**src/rtl/pse_pkg.sv**
```systemverilog
// Shared codes, defaults and controller/datapath interface types for the postfix evaluator.
package pse_pkg;

    // Default sizing
    localparam int PSE_STACK_DEPTH = 16;
    localparam int PSE_VALUE_WIDTH = 32;

    // Token opcodes (codes above OP_DIV other than OP_CLEAR are unknown operators)
    localparam logic [2:0] OP_PUSH  = 3'd0;
    localparam logic [2:0] OP_ADD   = 3'd1;
    localparam logic [2:0] OP_SUB   = 3'd2;
    localparam logic [2:0] OP_MUL   = 3'd3;
    localparam logic [2:0] OP_DIV   = 3'd4;
    localparam logic [2:0] OP_CLEAR = 3'd5;

    // Result status codes
    localparam logic [2:0] ST_OK        = 3'd0;
    localparam logic [2:0] ST_UNDERFLOW = 3'd1;
    localparam logic [2:0] ST_OVERFLOW  = 3'd2;
    localparam logic [2:0] ST_DIVZERO   = 3'd3;
    localparam logic [2:0] ST_UNKNOWN   = 3'd4;
    localparam logic [2:0] ST_HALTED    = 3'd5;

    // Controller to datapath commands
    typedef struct packed {
        logic clear;     // empty the stack
        logic push;      // push the incoming operand
        logic wr_alu;    // replace the top two entries with the add/sub result
        logic sub;       // add/sub select: subtract
        logic start_md;  // launch the multiply/divide unit
        logic md_div;    // multiply/divide select: divide
        logic wr_md;     // replace the top two entries with the mul/div result
    } t_dp_cmd;

    // Datapath to controller status
    typedef struct packed {
        logic full;      // no room for a push
        logic lt2;       // fewer than two entries held
        logic top_zero;  // top entry is zero
        logic md_done;   // multiply/divide result ready
    } t_dp_stat;

endpackage

```
**src/rtl/pse_ram.sv**
```systemverilog
// Generic single-write, single-read RAM with registered read data.
module pse_ram #(
    parameter int WIDTH = 32,
    parameter int DEPTH = 16
) (
    input  logic                     i_clk,
    input  logic                     i_we,
    input  logic [$clog2(DEPTH)-1:0] i_waddr,
    input  logic [WIDTH-1:0]         i_wdata,
    input  logic [$clog2(DEPTH)-1:0] i_raddr,
    output logic [WIDTH-1:0]         o_rdata
);

    logic [WIDTH-1:0] r_mem [DEPTH];
    logic [WIDTH-1:0] r_rdata;

    // Write port and registered read port
    always_ff @(posedge i_clk) begin
        if (i_we) begin
            r_mem[i_waddr] <= i_wdata;
        end
        r_rdata <= r_mem[i_raddr];
    end

    assign o_rdata = r_rdata;

endmodule

```
**src/rtl/pse_muldiv.sv**
```systemverilog
// Bit-serial multiply (shift-add) and signed truncating divide (restoring) unit.
module pse_muldiv #(
    parameter int W = 32
) (
    input  logic         i_clk,
    input  logic         i_rst_n,
    input  logic         i_start,
    input  logic         i_div,
    input  logic [W-1:0] i_a,
    input  logic [W-1:0] i_b,
    output logic         o_done,
    output logic [W-1:0] o_result
);

    localparam int CW = $clog2(W + 1);

    logic          r_busy;
    logic          r_done;
    logic [CW-1:0] r_cnt;
    logic          r_div;
    logic          r_neg;
    logic [W-1:0]  r_acc;  // product accumulator or partial remainder
    logic [W-1:0]  r_x;    // multiplier (shifts right) or dividend/quotient (shifts left)
    logic [W-1:0]  r_y;    // multiplicand (shifts left) or divisor magnitude

    logic [W-1:0]  n_acc;
    logic [W-1:0]  n_x;
    logic [W-1:0]  n_y;
    logic [W:0]    rem_sh;
    logic [W:0]    diff;
    logic [W-1:0]  a_abs;
    logic [W-1:0]  b_abs;

    // Operand magnitudes for the divide
    assign a_abs = i_a[W-1] ? (W'(0) - i_a) : i_a;
    assign b_abs = i_b[W-1] ? (W'(0) - i_b) : i_b;

    // One iteration step
    always_comb begin
        rem_sh = {r_acc, r_x[W-1]};
        diff   = rem_sh - {1'b0, r_y};
        if (r_div) begin
            n_y = r_y;
            if (!diff[W]) begin
                n_acc = diff[W-1:0];
                n_x   = {r_x[W-2:0], 1'b1};
            end else begin
                n_acc = rem_sh[W-1:0];
                n_x   = {r_x[W-2:0], 1'b0};
            end
        end else begin
            n_acc = r_x[0] ? (r_acc + r_y) : r_acc;
            n_x   = r_x >> 1;
            n_y   = r_y << 1;
        end
    end

    // Control: W steps, then a one-cycle done pulse
    always_ff @(posedge i_clk) begin
        if (!i_rst_n) begin
            r_busy <= 1'b0;
            r_done <= 1'b0;
            r_cnt  <= '0;
        end else begin
            r_done <= 1'b0;
            if (i_start) begin
                r_busy <= 1'b1;
                r_cnt  <= CW'(W);
            end else if (r_busy) begin
                r_cnt <= r_cnt - CW'(1);
                if (r_cnt == CW'(1)) begin
                    r_busy <= 1'b0;
                    r_done <= 1'b1;
                end
            end
        end
    end

    // Operand and working registers
    always_ff @(posedge i_clk) begin
        if (i_start) begin
            r_div <= i_div;
            r_neg <= i_a[W-1] ^ i_b[W-1];
            r_acc <= '0;
            if (i_div) begin
                r_x <= a_abs;
                r_y <= b_abs;
            end else begin
                r_x <= i_b;
                r_y <= i_a;
            end
        end else if (r_busy) begin
            r_acc <= n_acc;
            r_x   <= n_x;
            r_y   <= n_y;
        end
    end

    assign o_done   = r_done;
    assign o_result = r_div ? (r_neg ? (W'(0) - r_x) : r_x) : r_acc;

endmodule

```
**src/rtl/pse_ctrl.sv**
```systemverilog
// Token sequencer: checks each token, issues datapath commands and registers the status.
module pse_ctrl
    import pse_pkg::*;
(
    input  logic     i_clk,
    input  logic     i_rst_n,
    input  logic     i_start,
    input  logic [2:0] i_op,
    input  t_dp_stat i_stat,
    output t_dp_cmd  o_cmd,
    output logic     o_busy,
    output logic     o_valid,
    output logic [2:0] o_status
);

    typedef enum logic [1:0] {
        S_IDLE,
        S_EXEC,
        S_WAIT
    } t_state;

    t_state     r_state, n_state;
    logic [2:0] r_op, n_op;
    logic       r_err, n_err;
    logic       r_valid, n_valid;
    logic [2:0] r_status, n_status;
    t_dp_cmd    cmd;

    // Next state, commands and result status
    always_comb begin
        n_state  = r_state;
        n_op     = r_op;
        n_err    = r_err;
        n_valid  = 1'b0;
        n_status = r_status;
        cmd      = '0;
        case (r_state)
            S_IDLE: begin
                if (i_start) begin
                    n_valid  = 1'b1;
                    n_status = ST_OK;
                    if (i_op == OP_CLEAR) begin
                        cmd.clear = 1'b1;
                        n_err     = 1'b0;
                    end else if (r_err) begin
                        n_status = ST_HALTED;
                    end else if (i_op == OP_PUSH) begin
                        if (i_stat.full) begin
                            n_status = ST_OVERFLOW;
                            n_err    = 1'b1;
                        end else begin
                            cmd.push = 1'b1;
                        end
                    end else if (i_stat.lt2) begin
                        n_status = ST_UNDERFLOW;
                        n_err    = 1'b1;
                    end else if (i_op > OP_DIV) begin
                        n_status = ST_UNKNOWN;
                        n_err    = 1'b1;
                    end else if (i_op == OP_DIV && i_stat.top_zero) begin
                        n_status = ST_DIVZERO;
                        n_err    = 1'b1;
                    end else begin
                        // left operand is being read; result comes later
                        n_valid = 1'b0;
                        n_op    = i_op;
                        n_state = S_EXEC;
                    end
                end
            end
            S_EXEC: begin
                if (r_op == OP_ADD || r_op == OP_SUB) begin
                    cmd.wr_alu = 1'b1;
                    cmd.sub    = (r_op == OP_SUB);
                    n_valid    = 1'b1;
                    n_status   = ST_OK;
                    n_state    = S_IDLE;
                end else begin
                    cmd.start_md = 1'b1;
                    cmd.md_div   = (r_op == OP_DIV);
                    n_state      = S_WAIT;
                end
            end
            S_WAIT: begin
                if (i_stat.md_done) begin
                    cmd.wr_md = 1'b1;
                    n_valid   = 1'b1;
                    n_status  = ST_OK;
                    n_state   = S_IDLE;
                end
            end
            default: begin
                n_state = S_IDLE;
            end
        endcase
    end

    // State and registered outputs
    always_ff @(posedge i_clk) begin
        if (!i_rst_n) begin
            r_state  <= S_IDLE;
            r_op     <= OP_PUSH;
            r_err    <= 1'b0;
            r_valid  <= 1'b0;
            r_status <= ST_OK;
        end else begin
            r_state  <= n_state;
            r_op     <= n_op;
            r_err    <= n_err;
            r_valid  <= n_valid;
            r_status <= n_status;
        end
    end

    assign o_cmd    = cmd;
    assign o_busy   = (r_state != S_IDLE);
    assign o_valid  = r_valid;
    assign o_status = r_status;

endmodule

```
**src/rtl/pse_dp.sv**
```systemverilog
// Stack datapath: stack RAM, top-of-stack and depth registers, add/sub and mul/div unit.
module pse_dp
    import pse_pkg::*;
#(
    parameter int STACK_DEPTH = PSE_STACK_DEPTH,
    parameter int VALUE_WIDTH = PSE_VALUE_WIDTH
) (
    input  logic                             i_clk,
    input  logic                             i_rst_n,
    input  t_dp_cmd                          i_cmd,
    input  logic signed [31:0]               i_operand,
    output t_dp_stat                         o_stat,
    output logic signed [31:0]               o_top_value,
    output logic [$clog2(STACK_DEPTH+1)-1:0] o_stack_depth
);

    localparam int PW = $clog2(STACK_DEPTH + 1);
    localparam int AW = $clog2(STACK_DEPTH);
    localparam int W  = VALUE_WIDTH;

    logic [PW-1:0]      r_sp;
    logic [W-1:0]       r_top;
    logic [PW-1:0]      sp_m2;
    logic [AW-1:0]      waddr;
    logic [W-1:0]       wdata;
    logic               we;
    logic [W-1:0]       left;
    logic [W-1:0]       alu;
    logic [W-1:0]       md_result;
    logic               md_done;
    logic signed [63:0] opnd_ext;
    logic signed [63:0] top_ext;

    // Operand sign-extended, then kept at the stack width
    assign opnd_ext = 64'(i_operand);
    assign sp_m2    = r_sp - PW'(2);

    // Add/sub on the left entry (from RAM) and the top register
    assign alu = i_cmd.sub ? (left - r_top) : (left + r_top);

    // Stack write: push at the depth, results below the top
    assign we    = i_cmd.push | i_cmd.wr_alu | i_cmd.wr_md;
    assign waddr = i_cmd.push ? r_sp[AW-1:0] : sp_m2[AW-1:0];
    assign wdata = i_cmd.push ? opnd_ext[W-1:0] : (i_cmd.wr_alu ? alu : md_result);

    pse_ram #(
        .WIDTH (W),
        .DEPTH (STACK_DEPTH)
    ) u_ram (
        .i_clk   (i_clk),
        .i_we    (we),
        .i_waddr (waddr),
        .i_wdata (wdata),
        .i_raddr (sp_m2[AW-1:0]),
        .o_rdata (left)
    );

    pse_muldiv #(
        .W (W)
    ) u_muldiv (
        .i_clk    (i_clk),
        .i_rst_n  (i_rst_n),
        .i_start  (i_cmd.start_md),
        .i_div    (i_cmd.md_div),
        .i_a      (left),
        .i_b      (r_top),
        .o_done   (md_done),
        .o_result (md_result)
    );

    // Depth counter
    always_ff @(posedge i_clk) begin
        if (!i_rst_n) begin
            r_sp <= '0;
        end else if (i_cmd.clear) begin
            r_sp <= '0;
        end else if (i_cmd.push) begin
            r_sp <= r_sp + PW'(1);
        end else if (i_cmd.wr_alu || i_cmd.wr_md) begin
            r_sp <= r_sp - PW'(1);
        end
    end

    // Copy of the top entry
    always_ff @(posedge i_clk) begin
        if (we) begin
            r_top <= wdata;
        end
    end

    // Status to the controller
    assign o_stat.full     = (r_sp == PW'(STACK_DEPTH));
    assign o_stat.lt2      = (r_sp < PW'(2));
    assign o_stat.top_zero = (r_top == '0);
    assign o_stat.md_done  = md_done;

    // Result fields
    assign top_ext       = 64'(signed'(r_top));
    assign o_top_value   = (r_sp == '0) ? 32'sd0 : top_ext[31:0];
    assign o_stack_depth = r_sp;

endmodule

```
**src/rtl/postfix_stack_evaluator.sv**
```systemverilog
// Top level of the postfix expression evaluator: controller plus stack datapath.
//
//  channel   direction  transfer when          payload
//  token     in         start && !busy         i_op, i_operand
//  result    out        o_valid (one cycle)    o_status, o_top_value, o_stack_depth
//
// Push, clear and refused tokens: the result strobes the cycle after the transfer and the
// next token can be taken in that same cycle.
// Add and subtract: S_EXEC waits for the registered read of the left entry from stack RAM.
// Multiply and divide: S_EXEC, then S_WAIT until the bit-serial unit signals done.
// Reset is synchronous and active low; it empties the stack and clears the error.
// busy is high while a token is in work; the result side cannot stall.
module postfix_stack_evaluator
    import pse_pkg::*;
#(
    parameter int STACK_DEPTH = PSE_STACK_DEPTH,
    parameter int VALUE_WIDTH = PSE_VALUE_WIDTH
) (
    input  logic                             i_clk,
    input  logic                             i_rst_n,
    input  logic                             start,
    output logic                             busy,
    input  logic [2:0]                       i_op,
    input  logic signed [31:0]               i_operand,
    output logic                             o_valid,
    output logic [2:0]                       o_status,
    output logic signed [31:0]               o_top_value,
    output logic [$clog2(STACK_DEPTH+1)-1:0] o_stack_depth
);

    t_dp_cmd  cmd;
    t_dp_stat stat;

    pse_ctrl u_ctrl (
        .i_clk    (i_clk),
        .i_rst_n  (i_rst_n),
        .i_start  (start),
        .i_op     (i_op),
        .i_stat   (stat),
        .o_cmd    (cmd),
        .o_busy   (busy),
        .o_valid  (o_valid),
        .o_status (o_status)
    );

    pse_dp #(
        .STACK_DEPTH (STACK_DEPTH),
        .VALUE_WIDTH (VALUE_WIDTH)
    ) u_dp (
        .i_clk         (i_clk),
        .i_rst_n       (i_rst_n),
        .i_cmd         (cmd),
        .i_operand     (i_operand),
        .o_stat        (stat),
        .o_top_value   (o_top_value),
        .o_stack_depth (o_stack_depth)
    );

    // A result never shows while a token is still in work
    a_valid_idle: assert property (@(posedge i_clk) disable iff (!i_rst_n)
        o_valid |-> !busy)
        else $error("result strobe while busy");

    // Depth stays within the stack
    a_depth_bound: assert property (@(posedge i_clk) disable iff (!i_rst_n)
        o_stack_depth <= ($clog2(STACK_DEPTH+1))'(STACK_DEPTH))
        else $error("stack depth beyond capacity");

    // A clear answers next cycle with ok and an empty stack
    a_clear: assert property (@(posedge i_clk) disable iff (!i_rst_n)
        (start && !busy && i_op == OP_CLEAR) |=>
            (o_valid && o_status == ST_OK && o_stack_depth == '0))
        else $error("clear did not empty the stack");

    // A refused token leaves the depth unchanged
    a_err_hold: assert property (@(posedge i_clk) disable iff (!i_rst_n)
        (o_valid && o_status != ST_OK) |-> (o_stack_depth == $past(o_stack_depth)))
        else $error("depth changed on an error");

endmodule
```
**config.mk**
```make
export PLATFORM = sky130hd
export DESIGN_NAME = postfix_stack_evaluator
export DESIGN_NICKNAME = d
export VERILOG_FILES = /design/src/rtl/pse_pkg.sv /design/src/rtl/pse_ram.sv /design/src/rtl/pse_muldiv.sv /design/src/rtl/pse_ctrl.sv /design/src/rtl/pse_dp.sv /design/src/rtl/postfix_stack_evaluator.sv
export SDC_FILE = /design/constraint.sdc
export NUM_CORES = 1
export LEC_CHECK = 0
export ABC_AREA = 1
export ABC_CLOCK_PERIOD_IN_PS = 6200
export BUFFER_PORTS_ARGS = -buffer_cell sky130_fd_sc_hd__buf_2
export CAP_MARGIN = 20
export CORE_MARGIN = 2
export CORE_UTILIZATION = 35
export CTS_CLUSTER_SIZE = 30
export DETAILED_ROUTE_END_ITERATION = 7
export PLACE_DENSITY = 0.54
export RECOVER_POWER = 25
export SYNTH_ARGS = -nofsm -noshare
export SYNTH_HDL_FRONTEND = slang
export SYNTH_SLANG_ARGS = --single-unit
```
**constraint.sdc**
```tcl
create_clock -name i_clk -period 6.2 [get_ports i_clk]
set_clock_uncertainty 0.15 [all_clocks]
set_input_delay 1.24 -clock i_clk [delete_from_list [all_inputs] [get_ports i_clk]]
set_output_delay 1.24 -clock i_clk [all_outputs]
set_load 0.02 [all_outputs]
```
== Word-level counts from Yosys, hierarchy flattened ==
Memories as Yosys holds them, arrays and structs flattened. A register that Yosys moved wholly into a read port is not among the register bits.
Cells that the tools add are included.
Storage, ports and cells
  word-level logic and storage cells: 158
  bits of input ports: 38
  flip-flop bits (word level): 153
  memories kept: 1
  output and inout port bits: 42
  RAM bits: 512
Operators by class
  reduce and logical (&&, ||, !) cells: 21
  mux-type cells: 77
  $add $sub $neg: 11
  equal/unequal tests: 19
  order comparisons: 2
  bitwise logic cells: 11
Memory list
  u_dp.u_ram.r_mem: words 16, bits a word 32, rd ports 1, clocked after Yosys merged registers in 1, write ports 1, line pse_ram.sv:14  | logic [WIDTH-1:0] r_mem [DEPTH];
Operators with widths (number)
  two-way mux 32 bit: 19
  subtractor 1 x 32 -> 32 bit, first input constant: 3
  adder 32 bit: 2
  subtractor 33 x 32 -> 33 bit: 1
  zero test 32 bit: 1
  subtractor 32 bit: 1
  two-way mux 2 bit: 15
  two-way mux 1 bit: 26
  two-way mux 3 bit: 8
  != test 2 bit, second input constant: 8
  AND reduction 8 bit: 2
  two-way mux 6 bit: 2
  two-way mux 5 bit: 2
  == test 3 bit, second input constant: 3
  case mux 3 bit (3 select lines): 1
  two-way mux 4 bit: 2
  inverter 1 bit: 8
  nonzero test 2 bit: 4
  == test 6 x 1 -> 1 bit, second input constant: 1
  case mux 2 bit (3 select lines): 1
  AND reduction 2 bit: 3
  subtractor 6 x 1 -> 6 bit, second input constant: 1
  adder 5 x 1 -> 5 bit, second input constant: 1
  == test 5 bit, second input constant: 1
  21 further kinds: 25

== Logic depth before layout (Yosys ltp) ==
Gate-level depths: netlist (run 1).
  depth in word-level cells: 11
  depth in mapped cells: 23
  gate-level depth less buffers: 23

== Cells and area by module ==
A second synthesis (run 1) with hierarchy kept.
Second synthesis, totals
  cells, all modules: 5638
  area, all modules: 42884.9 µm²
By module, submodules not included
  pse_ram: instances 1, sequential area each 16015.4 µm², area an instance 22730.6 µm², cells each 2120
  pse_muldiv: instances 1, sequential area each 2782.7 µm², area an instance 13767.0 µm², cells each 2400
  pse_dp: instances 1, sequential area each 1061.0 µm², area an instance 5691.7 µm², cells each 1000
  pse_ctrl: instances 1, sequential area each 200.2 µm², area an instance 695.7 µm², cells each 118

== Worst setup path before layout (run 1) ==
Ideal clock, no wire load.
  path kind: input port to flip-flop
  from: in i_op[0]
  to: mem u_dp.u_ram.r_mem[13][0] (enable)
  path buffers: 2
  data required time: 5.629 ns
  slack: 1.458 ns
  arrival: 4.171 ns
  library setup time: 0.421 ns
  stages on the path: 11
  cell sequence: nor2_1 nand2_1 nor3_1 nand2_2 buf_4 buf_2 ha_1 inv_1 ha_1 nand2_1 nor2_1
Between the ends
  cells in the longest elaborated chain, start to end: 10
  elaborated cells on any way between the ends: 12
  classes of those cells: 1 x eq/ne; 8 x mux; 2 x bitwise; 1 x reduce/logical
Ends and longest elaborated chain
  start, declared: line postfix_stack_evaluator.sv:23  | input logic [2:0] i_op,
  zero test 3 bit: line pse_ctrl.sv:47  | end else if (i_op == OP_PUSH) begin
  two-way mux 1 bit: line pse_ctrl.sv:47
  two-way mux 1 bit: line pse_ctrl.sv:45  | end else if (r_err) begin
  two-way mux 1 bit (*): line pse_ctrl.sv:42  | if (i_op == OP_CLEAR) begin
  two-way mux 2 bit (*): line pse_ctrl.sv:39  | if (i_start) begin
  two-way mux 2 bit (*): line pse_ctrl.sv:37  | case (r_state)
  bitwise OR 1 bit (2 in a row): line pse_dp.sv:42  | assign we = i_cmd.push | i_cmd.wr_alu | i_cmd.wr_md;
  two-way mux 1 bit: line pse_ram.sv:19  | if (i_we) begin
  two-way mux 1 bit (implied by the code): line pse_ram.sv:20  | r_mem[i_waddr] <= i_wdata;
  end, declared: line pse_ram.sv:14
Every way passes the cells marked *; elsewhere a longest branch is shown, timed or not.

== Final worst setup path (run 1) ==
  from: reg u_dp.r_sp[1] (netlist: u_dp.o_stack_depth[1])
  to: reg u_dp.u_ram.r_rdata[22] (netlist: u_dp.u_ram.o_rdata[22]) (read register of u_dp.u_ram.r_mem)
Between the ends
  cells in the longest elaborated chain, start to end: 1
Ends and longest elaborated chain
  start, declared: line pse_dp.sv:21  | logic [PW-1:0] r_sp;
  start signal, assigned: line pse_dp.sv:78  | r_sp <= r_sp + PW'(1);
  start signal, assigned: line pse_dp.sv:80  | r_sp <= r_sp - PW'(1);
  subtractor 4 x 2 -> 4 bit: line pse_dp.sv:36  | assign sp_m2 = r_sp - PW'(2);
  end, declared: line pse_ram.sv:15  | logic [WIDTH-1:0] r_rdata;
No other way between the ends.
A chain may end at the register's enable or synchronous reset.

==> summary.txt, run 1 <==
Cells after Synth: 4,488
Starting Density: 35.4%
RSZ-0062 raised after global routing: no
Vias: 32,796
Post-CTS setup buffer count: 0
Port Buffers: 79
Min cycle time layout: 5.49 ns
Clk slew on worst S/H paths: 0.06 ns
Gr usage total: 23.6%
Final period utilization: 88.5%
Vias per cell: 5.41
Power per cell area: 383 mW/mm2
CTS tree: done
Worst R2R Path Depth: 7
Final hold vios: 0
Min Hold Slack: 0.322 ns
Total wire length: 135,000 um
Run status: finished, violations left
Starting DRC count in detailed routing: 3,354
Ports: 80
Synth Warn #: 0
FP Rows: 121
Bufs on Longest Clock Path: 3
R2r endpoint: u_dp.u_ram.o_rdata[22]
Primary FF master, synth: edfxtp_1
Final Power: 16.6 mW
GRT overflow: 0
Number of CTS-inserted buffers: 78
Layout cells sized above 1: 6.70%
Iteration count of the initial detailed-routing pass: 6
Ant. Diodes: 0
Fillers: 11,164
Critical-path cell list: clkinvlp_2 -> ha_1 -> xnor2_1 -> inv_1 -> clkbuf_1 -> o211ai_1 -> nand2_1
CP max stage delay: 1.97 ns
Pre-CTS WS: 1.40 ns
P&R area growth vs syn: 12.3%
# DRC: 0
Violated checks: max-capacitance violations, max-slew violations
Data required time of the critical path: 6.63 ns
Crit path kind: flop to flop
Placement Cell Area: 0.0410 mm2
Static Leakage: 17.1 nW
Post-DRT Antenna Nets: 0
Register-to-Register Setup Slack: 0.71 ns
Final cell count without fillers: 6,060
# H-tree levels: 3
Clock latency on the worst-skew pair: 0.67 ns
Fin nets: 4,676
Asr flop ratio synth: 0%
Mapped cell area: 0.0387 mm2
DIE HEIGHT: 336 um
Setup TNS: 0 ns
Largest net degree at the start of global routing: 197
Hpwl dp: 93,800 um
Finished Core Util: 39.7%
WHS Endpoint: u_ctrl.o_status[2]
Worst path slowest cell: clkbuf_1
# setup viols final: 0
CTS Sinks: 697
Hold Buf Count CTS: 0
Die Wd: 336 um
Final Wtd Congestion: 0.991
Placed Cells: 5,918
Seq cells post-synth: 697
Initial antenna violation count: 4
RR Startpoint: u_dp.o_stack_depth[1]
Syn Area/Cell: 8.62 um2
WL/cell: 22.3 um
Synth unique cells: 58
First-pass GRT wire length: 201,000 um
Max Slew Vio Count: 503
Design Area, Final: 0.0434 mm2
Critical Path Fanout Max: 36
Worst setup margin: 0.711 ns
Worst VDD drop: 0.191 mV
Startpoint types: flop
Max_cap viols: 12
Peak Freq: 182 MHz
Min-Delay Startpoint: u_ctrl.o_status[2]
Hold Path Depth: 2
Vias in the first global route: 31,314
Post-cts sizing count: 0
WP data arrival: 5.92 ns
EDFF count, synth: 610
CTS Root Cell: clkbuf_16
Worst-margin pin slew: 2.74 ns
Sequential-to-total area share from yosys stat: 51.9%
Slew margin rel.: -82.9%
Die area: 0.113 mm2
CP endpoint kind: flop
Core ar.: 0.109 mm2
Syn_nets: 4,642
Worst min-delay path class: flop to flop
## critical path, delay by kind of cell, from the launching register on
kind / cells / cell delay [ns]
buf+inv: 3 / 2.55
flops: 1 / 1.50
compound gates: 1 / 0.37
fa+ha+maj: 1 / 0.34
simple gates: 1 / 0.32
xor+xnor: 1 / 0.15
## Yosys cell counts, types with 2 or more instances
cell / number / area share [%]
nor3_1: 39 / 0.50
buf_1: 17 / 0.16
nand2_2: 12 / 0.19
edfxtp_1: 610 / 47
nor2_1: 541 / 5.2
o21a_1: 11 / 0.21
o31ai_1: 2 / 0.039
o22ai_1: 41 / 0.66
a22o_1: 5 / 0.11
o211ai_1: 71 / 1.4
nand3_2: 6 / 0.16
dfxtp_1: 87 / 4.5
inv_2: 8 / 0.078
a22oi_1: 19 / 0.37
buf_6: 4 / 0.12
o311ai_0: 4 / 0.091
xor2_1: 41 / 0.93
nor2_4: 3 / 0.087
a21oi_1: 281 / 3.6
clkinv_1: 5 / 0.049
nand2_4: 5 / 0.15
a21oi_2: 2 / 0.045
nor4_1: 7 / 0.11
and2_1: 2 / 0.032
clkbuf_1: 147 / 1.4
buf_2: 28 / 0.36
or2_2: 7 / 0.11
a21o_1: 8 / 0.16
o21ai_0: 504 / 6.5
fa_1: 4 / 0.21
xnor2_1: 26 / 0.59
o221ai_1: 94 / 2.1
a31oi_1: 17 / 0.27
nand2_1: 907 / 8.8
o21bai_1: 11 / 0.21
nand3b_1: 11 / 0.21
nor2_2: 7 / 0.11
a21boi_0: 7 / 0.14
nand4_1: 44 / 0.71
nand3_1: 246 / 3.2
inv_1: 456 / 4.4
o21ai_1: 14 / 0.18
ha_1: 112 / 3.6
## where the power goes
group          switching [mW]  internal, mW
clock network            1.97          2.75
registers               0.391          5.77
logic                    4.03          1.71
## how the worst max path moves through the flow
stage	start	to	slack [ns]	cells after the start
floorplan	i_op[0]	u_dp.u_ram.r_mem[13][0]	1.46	11
global placement	u_dp.r_top[0]	u_dp.u_ram.r_mem[5][11]	0.88	16
detailed placement	u_dp.r_top[0]	u_dp.u_ram.r_mem[0][28]	1.40	20
CTS	u_dp.r_top[0]	u_dp.u_ram.r_mem[4][28]	1.35	20
finish	u_dp.o_stack_depth[1]	u_dp.u_ram.o_rdata[22]	0.71	7
global route	u_dp.o_stack_depth[1]	u_dp.u_ram.r_mem[3][19]	0.45	9
## layout make-up
cell class	instances	area, um2	area share [%]
timing repair buffer	152	1030	2.37
inverter	469	1770	4.07
sequential	697	20100	46.2
tap	1476	1850	4.25
clock inverter	30	407	0.936
multi-input combinational	3124	16100	37.1
clock buffer	112	2200	5.07
## cells by family after synthesis
group                      after synthesis  synth area share (%)
and+or+nand+nor                       1843                  19.8
adders and majority gates              116                  3.83
AOI/OAI and AO/OA                     1098                  16.3
DFF                                    697                  51.9
buffers and inverters                  667                  6.69
xor gates and xnor gates                67                  1.52
## layout by cell type (no fill, tap or decap), types with 5 or more instances in the layout
master	count
or2_2	7
o21ai_0	503
inv_2	5
a21boi_0	7
xnor2_1	26
inv_1	456
nor2_2	7
xor2_1	41
ha_1	112
nand2_1	916
buf_2	71
clkinv_2	7
buf_4	48
buf_12	11
bufinv_16	6
o21ai_1	14
nand3b_1	11
a21o_1	8
nor3_1	39
o221ai_1	94
a22oi_1	19
o211ai_1	71
nor4_1	7
clkbuf_1	43
nor2_1	527
clkbuf_8	10
a31oi_1	15
dfxtp_1	87
a22o_1	5
clkbuf_16	79
edfxtp_1	610
clkinv_1	11
nand4_1	44
nand3_1	248
o22ai_1	41
a21oi_1	280
o21bai_1	11
o21a_1	11
nand2_2	6
nor2_4	17
## layer usage
layer  part of all wire, %  GRT usage [%]  up-vias
li1                      -              -    15654
met1                    44           31.9    15823
met2                    48           39.5     1095
met3                   5.2           2.22      224
met4                   3.3           8.43        0
met5                     0              0        -
## registers in the layout, summed over array words and instances, names as in the netlist
name,flops
u_dp.u_muldiv.r_x,32
u_dp.u_muldiv.r_cnt,6
u_dp.u_ram.o_rdata,32
u_dp.u_muldiv.r_div,1
u_dp.u_muldiv.r_y,32
u_ctrl.r_state,2
u_dp.u_ram.r_mem,512
u_dp.u_muldiv.r_busy,1
u_dp.u_muldiv.r_neg,1
u_ctrl.r_err,1
u_dp.u_muldiv.r_acc,32
u_ctrl.o_status,3
u_dp.o_stack_depth,5
u_ctrl.r_op,3
u_dp.r_top,32
u_dp.u_muldiv.o_done,1
u_ctrl.o_valid,1
Note: power is estimated with default switching activity, not from simulation.
==> run 2, diff against run 1 <==
ABC_CLOCK_PERIOD_IN_PS = 4470   (was 6200)
PLACE_DENSITY = 0.55   (was 0.54)
clock period = 4.47 ns   (was 6.2 ns; I/O delays follow)
==> run 2 against run 1 <==
  * The run still ends with max-capacitance violations, max-slew violations left
  * Critical path type unchanged
  * Largest power group unchanged
  * Sequential share of layout area decreased by 0.72 points
  * Register-to-register slack got worse by 0.45 ns
  * Combinational power increased by 42%
  * Largest cell class unchanged
  * Routed wire length increased by 0.35%
  * Clock-buffer cell count decreased by 11
  * Cell area increased by 1.6%
  * Die area unchanged
  * Highest routed layer unchanged
==> summary.txt, run 2 (synthesis gave the netlist of run 1 again) <==
RSZ-0062 raised after global routing: no
# setup viols final: 0 (unchanged)
Max FFs per register: 512 (unchanged)
Iteration count of the initial detailed-routing pass: 6 (unchanged)
Static Leakage: 17.5 nW (+2.5%)
Worst min-delay path class: flop to flop
Gr usage total: 23.5% (-0.059 points)
Placement Cell Area: 0.0417 mm2 (+1.8%)
Ant. Diodes: 0 (unchanged)
Fillers: 11,040 (-1.1%)
Max_cap viols: 5 (-7)
Vias in the first global route: 31,409 (+0.30%)
Vias: 32,871 (+0.23%)
Worst path slowest cell: edfxtp_1
# DRC: 0 (unchanged)
Die Wd: 336 um (unchanged)
FP Rows: 121 (unchanged)
Data required time of the critical path: 4.79 ns (-1.84 ns)
CTS Root Cell: clkbuf_16
Core ar.: 0.109 mm2 (unchanged)
CP max stage delay: 0.38 ns (-1.59 ns)
Ports: 80 (unchanged)
Most common cell after layout, fill and taps aside: nand2_1
Starting Density: 35.4% (unchanged)
Reg with most FFs: u_dp.u_ram.r_mem
Final Wtd Congestion: 0.950 (-4.2%)
Final period utilization: 94.1% (+5.5 points)
Initial antenna violation count: 4 (unchanged)
GRT overflow: 0 (unchanged)
CP endpoint kind: flop
# H-tree levels: 3 (unchanged)
Worst VDD drop: 0.286 mV (+49%)
Max Slew Vio Count: 419 (-17%)
Layout cells sized above 1: 9.01% (+2.3 points)
Crit path kind: flop to flop
Critical path's most frequent cell: nand2_1
Worst-margin pin slew: 2.23 ns (-0.514 ns)
Starting DRC count in detailed routing: 3,363 (+0.27%)
Bufs on Longest Clock Path: 3 (unchanged)
Design Area, Final: 0.0441 mm2 (+1.6%)
Placed Cells: 6,010 (+1.6%)
Critical Path Fanout Max: 17 (-53%)
Final cell count without fillers: 6,149 (+1.5%)
Commonest non-fill, non-tap cells in the layout: 899 x nand2_1, 610 x edfxtp_1, 527 x nor2_1
Setup TNS: 0 ns (unchanged)
Final hold vios: 0 (unchanged)
Largest net degree at the start of global routing: 195 (-1.0%)
Total wire length: 135,000 um (+0.35%)
Port Buffers: 79 (unchanged)
Power per cell area: 522 mW/mm2 (+37%)
Fin nets: 4,768 (+2.0%)
Startpoint types: flop
Clk slew on worst S/H paths: 0.06 ns (about the same)
First-pass GRT wire length: 199,000 um (-0.72%)
P&R area growth vs syn: 14.1%
Slew margin rel.: -48.6% (+34 points)
WP data arrival: 4.53 ns (-1.39 ns)
Post-DRT Antenna Nets: 0 (unchanged)
Critical-path cell list: inv_1 -> ha_1 -> nand3_1 -> nor2_2 -> clkbuf_1 -> nand2_1 -> xor2_1 -> nand2_1 -> o21ai_0 -> ha_1 -> nand2_1 -> nor2_1 -> inv_1 -> nor2_2 -> nand4_1 -> a31o_2 -> nand3_1 -> nand2_1 -> nand2_4
Clock latency on the worst-skew pair: 0.66 ns (about the same)
Run status: finished, violations left
CTS tree: done
Violated checks: max-capacitance violations, max-slew violations
WL/cell: 22.0 um (-1.1%)
Vias per cell: 5.35 (-1.2%)
Min cycle time layout: 4.21 ns (-1.28 ns)
Die area: 0.113 mm2 (unchanged)
Peak Freq: 238 MHz (+31%)
Number of CTS-inserted buffers: 77 (-1.3%)
DIE HEIGHT: 336 um (unchanged)
CTS Sinks: 697 (unchanged)
Hpwl dp: 93,100 um (-0.80%)
-- run 2: path summary, 6_finish.rpt --
check                     startpoint                        to  slack (ns)  depth (start not counted)
hold reg to reg   u_ctrl.o_status[1]        u_ctrl.o_status[1]        0.32                          2
setup reg to reg       u_dp.r_top[1]  u_dp.u_ram.r_mem[12][18]        0.26                         19
setup / recovery       u_dp.r_top[1]  u_dp.u_ram.r_mem[12][18]        0.26                         19
hold / removal    u_ctrl.o_status[1]        u_ctrl.o_status[1]        0.32                          2
-- run 2: critical path: cells and delay by family (launching register included) --
kind            cells  cell delay [ns]
simple gates       11             1.85
compound gates      2             0.41
fa+ha+maj           2             0.56
flops               1             0.38
xor+xnor            1             0.17
buf+inv             3             0.49
-- run 2: final cells by class --
| cell class | count | area [um2] | share of cell area (%) |
|---|---|---|---|
| Clock buffer | 101 | 2100 | 4.76 |
| Clock inverter | 37 | 404 | 0.915 |
| Inverter | 469 | 1770 | 4.00 |
| Multi-Input combinational cell | 3124 | 16200 | 36.8 |
| Sequential cell | 697 | 20100 | 45.5 |
| Tap cell | 1476 | 1850 | 4.18 |
| Timing Repair Buffer | 245 | 1720 | 3.89 |
-- run 2: where the power goes --
part	switching (mW)	leakage [nW]	total, mW	internal [mW]
clock	2.71	1.20	6.38	3.68
combinational	5.64	10.0	8.16	2.52
sequential	0.531	6.25	8.52	7.99
total	8.88	17.5	23.1	14.2
-- run 2: timing repair --
| action | 4_1_cts | 5_1_grt |
|---|---|---|
| hold buffers | 0 | 0 |
| setup buffers | 0 | 0 |
| gates resized for setup | 2 | 22 |
| endpoints found under the setup margin | 34 | 203 |
-- run 2: routing by layer --
layer  routed length [um]  vias to the layer above  global-route usage (%)
li1                     -                    15817                       -
met2                64400                     1045                    39.6
met4                 4220                        0                    8.05
met1                59700                    15815                    31.6
met5                    0                        -                       0
met3                 7130                      194                    2.44
-- run 2: per-stage QoR --
step	hold slack (ns)	power [mW]	util (%)	worst slack, ns
detailed placement	0.315	16.7	38.2	0.00196
finish	0.321	23.1	40.4	0.265
global placement	0.313	16.6	38.2	-0.00802
floorplan	0.299	13.9	-	0.0739
global route	0.336	24.4	40.4	0.00437
CTS	0.324	23.1	40.5	0.135
